<file path="src/rtl/core/hbs_pkg.sv">
// shared types and constants for the height grid box smoother
// no dependencies; used by hbs_div and heightmap_box_smoothing
package hbs_pkg;

    typedef enum logic [1:0] {
        OP_WRITE  = 2'd0,
        OP_RUN    = 2'd1,
        OP_READ   = 2'd2,
        OP_UNUSED = 2'd3
    } opcode_t;

    typedef enum logic [1:0] {
        CFG_GRID_ROWS     = 2'd0,
        CFG_GRID_COLS     = 2'd1,
        CFG_PASS_COUNT    = 2'd2,
        CFG_WINDOW_RADIUS = 2'd3
    } cfg_index_t;

    // window is at most 31 x 31 cells, so the cell count fits in 10 bits
    localparam int CNT_W = 10;
    // signed width for row and column arithmetic, enough for 4096 plus sign
    localparam int IDX_W = 14;

endpackage

</file>
<file path="src/rtl/core/hbs_div.sv">
// serial restoring divider: signed window sum by unsigned cell count,
// quotient truncated toward zero; uses hbs_pkg
module hbs_div #(
    parameter int SUM_W = 27,
    parameter int Q_W   = 16
) (
    input  logic                         clk,
    input  logic                         rst_n,
    input  logic                         start,
    input  logic signed [SUM_W-1:0]      dividend,
    input  logic [hbs_pkg::CNT_W-1:0]    divisor,
    output logic                         done,
    output logic signed [Q_W-1:0]        quotient
);

    localparam int STEP_W = $clog2(SUM_W + 1);

    logic                        busy_reg;
    logic                        done_reg;
    logic                        neg_reg;
    logic [STEP_W-1:0]           step_reg;
    logic [SUM_W-1:0]            work_reg;
    logic [hbs_pkg::CNT_W:0]     rem_reg;
    logic [hbs_pkg::CNT_W-1:0]   div_reg;

    logic [hbs_pkg::CNT_W:0]     shifted;
    logic                        ge;
    logic [SUM_W-1:0]            mag;
    logic [SUM_W-1:0]            q_signed;

    assign shifted  = {rem_reg[hbs_pkg::CNT_W-1:0], work_reg[SUM_W-1]};
    assign ge       = shifted >= {1'b0, div_reg};
    assign mag      = dividend[SUM_W-1] ? (~dividend + SUM_W'(1)) : dividend;
    assign q_signed = neg_reg ? (~work_reg + SUM_W'(1)) : work_reg;

    always_ff @(posedge clk or negedge rst_n)
    begin
        if (!rst_n)
        begin
            busy_reg <= 1'b0;
            done_reg <= 1'b0;
            step_reg <= '0;
        end
        else
        begin
            done_reg <= 1'b0;
            if (start)
            begin
                busy_reg <= 1'b1;
                step_reg <= STEP_W'(SUM_W);
                work_reg <= mag;
                rem_reg  <= '0;
                div_reg  <= divisor;
                neg_reg  <= dividend[SUM_W-1];
            end
            else if (busy_reg)
            begin
                rem_reg  <= ge ? (shifted - {1'b0, div_reg}) : shifted;
                work_reg <= {work_reg[SUM_W-2:0], ge};
                step_reg <= step_reg - STEP_W'(1);
                if (step_reg == STEP_W'(1))
                begin
                    busy_reg <= 1'b0;
                    done_reg <= 1'b1;
                end
            end
        end
    end

    assign done     = done_reg;
    assign quotient = q_signed[Q_W-1:0];

endmodule

</file>
<file path="config.mk">
export PLATFORM = sky130hd
export DESIGN_NAME = hbs_div
export DESIGN_NICKNAME = d
export VERILOG_FILES = /design/src/rtl/core/hbs_pkg.sv /design/src/rtl/core/hbs_div.sv
export SDC_FILE = /design/constraint.sdc
export NUM_CORES = 1
export LEC_CHECK = 0
export BUFFER_PORTS_ARGS = -buffer_cell sky130_fd_sc_hd__buf_2
export CAP_MARGIN = 20
export CORE_ASPECT_RATIO = 1.2
export CORE_MARGIN = 2
export CORE_UTILIZATION = 25
export CTS_CLUSTER_SIZE = 12
export DETAILED_ROUTE_END_ITERATION = 10
export GPL_TIMING_DRIVEN = 0
export PLACE_DENSITY = 0.42
export SLEW_MARGIN = 0
export SYNTH_ARGS = -nofsm -noshare
export SYNTH_HDL_FRONTEND = slang
export SYNTH_SLANG_ARGS = --single-unit
</file>
<file path="constraint.sdc">
create_clock -name clk -period 3.9 [get_ports clk]
set_clock_uncertainty 0.1 [all_clocks]
set_input_delay 0.195 -clock clk [delete_from_list [all_inputs] [get_ports clk]]
set_output_delay 0.195 -clock clk [all_outputs]
set_load 0.05 [all_outputs]
</file>
==> metrics.yaml <==
rsz0062_at_grt: "no"
placed_cells: 595
start_kind: "flip-flop"
power_mw: 1.82
synth-edff-count: 48
core_area_um2: 14400
synth_top_area_share_pct: 39.1
num_rows: 48
synthesis.instances: 365
synth-seq-cells: 55
synthArstFlopShare_pct: 12.7
netlist_top_cells_count: "48 x edfxtp_1, 34 x nor2_1, 30 x xnor2_1, 28 x nand2_1, 23 x a21oi_1"
place_congestion: 0.801
dieArea_um2: 15700
drc: 0
largest_reg_flops: 27
post-route-util_pct: 31.0
cp.required_ns: 3.86
wire_per_inst_um: 15.5
seq_area_frac_synth_pct: 43.9
critPathKind: "flip-flop to flip-flop"
p_leak_nw: 1.74
avgSynthCellArea_um2: 10.1
ant_nets: 0
cts_hold_buffers: 11
hold_violations: 0
cts_buffers: 5
die_h_um: 137
crit_path_end_kind: "flip-flop"
ir_drop_uv: 155
grt_max_degree: 28
die_w_um: 115
yosys.area.top_type: "edfxtp_1"
fin_ws_ns: 0.812
clock_latency_ns: 0.31
overflow: 0
syn_nets: 420
cts_tree: "yes"
clk_pin_slew_worst_paths_ns: 0.08
synthTopCellsByArea: "edfxtp_1 39%, xnor2_1 7.1%, dfrtp_1 4.8%"
first_pass_iters: 4
cts_sinks: 55
whs_ns: 0.00329
pre_cts_slack_ns: 0.808
vias: 2946
hp-class: "primary input to flip-flop"
cts_setup_buffers: 0
start_util_pct: 25.6
layout-drive-gt1-share_pct: 18.7
antenna_found_initial: 0
fillers: 1537
syn2layout_area_growth_pct: 21.1
period_share_pct: 79.2
cts_htree_levels: 2
ios: 57
nets: 493
post_cts_resized: 0
drv_slew: 0
ys_warn_count: 0
fmax_mhz: 324
cts-root-buf: "clkbuf_16"
drtIter0Drc: 82
fin_area_um2: 4470
status: "complete, no violations"
yosys_most_used_dff: "edfxtp_1"
vias_per_cell: 4.80
grt_first_pass_wirelength_um: 15600
max_slew_margin_pct: 44.6
yosysMostFrequentCell: "edfxtp_1"
fin_setup_tns_ns: 0
wirelength_um: 9520
cp_max_fo: 10
n_antenna_cell: 0
place.port_buffers: 55
worstMarginPinSlew_ns: 0.829
cap_violations: 0
setup_viol: 0
fin_cells: 614
clock_path_buffers: 2
min_period_ns: 3.09
power_density_nw_per_um2: 408
gr-usage-all-layers_pct: 12.7
placed_area_um2: 4190
dp_hpwl_um: 7200
worstPathArrival_ns: 3.05
syn_area_um2: 3690
first_global_vias: 2991
synth.distinct_cells: 48
## metal layers
metal  track usage [%]  wire length [um]  vias to the layer above
met3              3.06               371                        9
met4              3.41               117                        0
met2              22.0              4680                       58
met1              15.8              4350                     1397
met5                 0                 0                        -
li1                  -                 -                     1482
## worst paths after layout
check / depth (start not counted) / slack (ns) / from / end
setup / recovery: 9 / 0.81 / rem_reg[5]$_SDFFCE_PP0P_ / rem_reg[0]$_SDFFCE_PP0P_
hold / removal: 1 / 0.003 / dividend[26] / neg_reg$_DFFE_PP_
setup reg to reg: 9 / 0.81 / rem_reg[5]$_SDFFCE_PP0P_ / rem_reg[0]$_SDFFCE_PP0P_
hold reg to reg: 1 / 0.43 / work_reg[25]$_DFFE_PP_ / work_reg[26]$_DFFE_PP_
max in group asynchronous: 2 / 3.13 / rst_n / step_reg[3]$_DFFE_PN0N_
min in group asynchronous: 2 / 0.26 / rst_n / done$_DFF_PN0_
## worst max-delay path, cell delays in order (launching register included)
cell	delay, ns
edfxtp_1	0.44
ha_1	0.31
clkbuf_1	0.17
a21oi_1	0.28
o32ai_1	0.14
a2111o_1	0.43
a21oi_2	0.39
buf_4	0.26
nor3_1	0.06
a221o_1	0.26
## power by group
part	leakage [nW]	total [mW]	internal (mW)	switching, mW
Combinational	1.11	0.537	0.213	0.324
Sequential	0.542	0.754	0.711	0.0432
Clock	0.0818	0.532	0.304	0.228
## layout make-up
type	instances	area [um2]	area share (%)
buffer	17	72.6	1.63
clock buffer	5	125	2.80
clock inverter	3	42.5	0.953
inverter	19	71.3	1.60
multi-input combinational	274	1930	43.3
sequential	55	1620	36.2
tap	175	219	4.90
timing repair buffer	66	385	8.63
## cells by family (layout without fill, tap and decap cells)
logic type	after synthesis	count (layout)	synth area share, %
AO/OA/AOI/OAI	83	83	15.6
buffers and inverters	36	110	3.90
multiplexers	18	18	5.36
XOR/XNOR	48	48	11.4
adder cells (fa/ha/maj)	15	15	5.30
flip-flops	55	55	43.9
AND/OR/NAND/NOR	110	110	14.6
## cell usage in the layout (no fill, tap or decap), types with 3 or more instances in the layout
master,Yosys,final
edfxtp_1,48,48
a21oi_1,23,23
nor3_1,9,9
ha_1,14,14
nand2_1,28,28
clkbuf_16,0,5
buf_2,1,56
o31ai_1,9,9
o21a_1,3,3
o21ai_0,16,16
nor2_1,34,34
a21o_1,3,3
xnor2_1,30,30
or3_1,7,7
mux2i_1,7,7
or4_1,6,6
dlygate4sd3_1,0,11
nor2b_1,4,3
nand4_1,4,4
mux2_2,10,10
clkbuf_1,14,14
inv_1,19,19
xor2_1,18,18
dfrtp_1,7,7
nand2b_1,7,7
a211oi_1,8,8
o41ai_1,7,7
(Power assumes the default switching activity.)
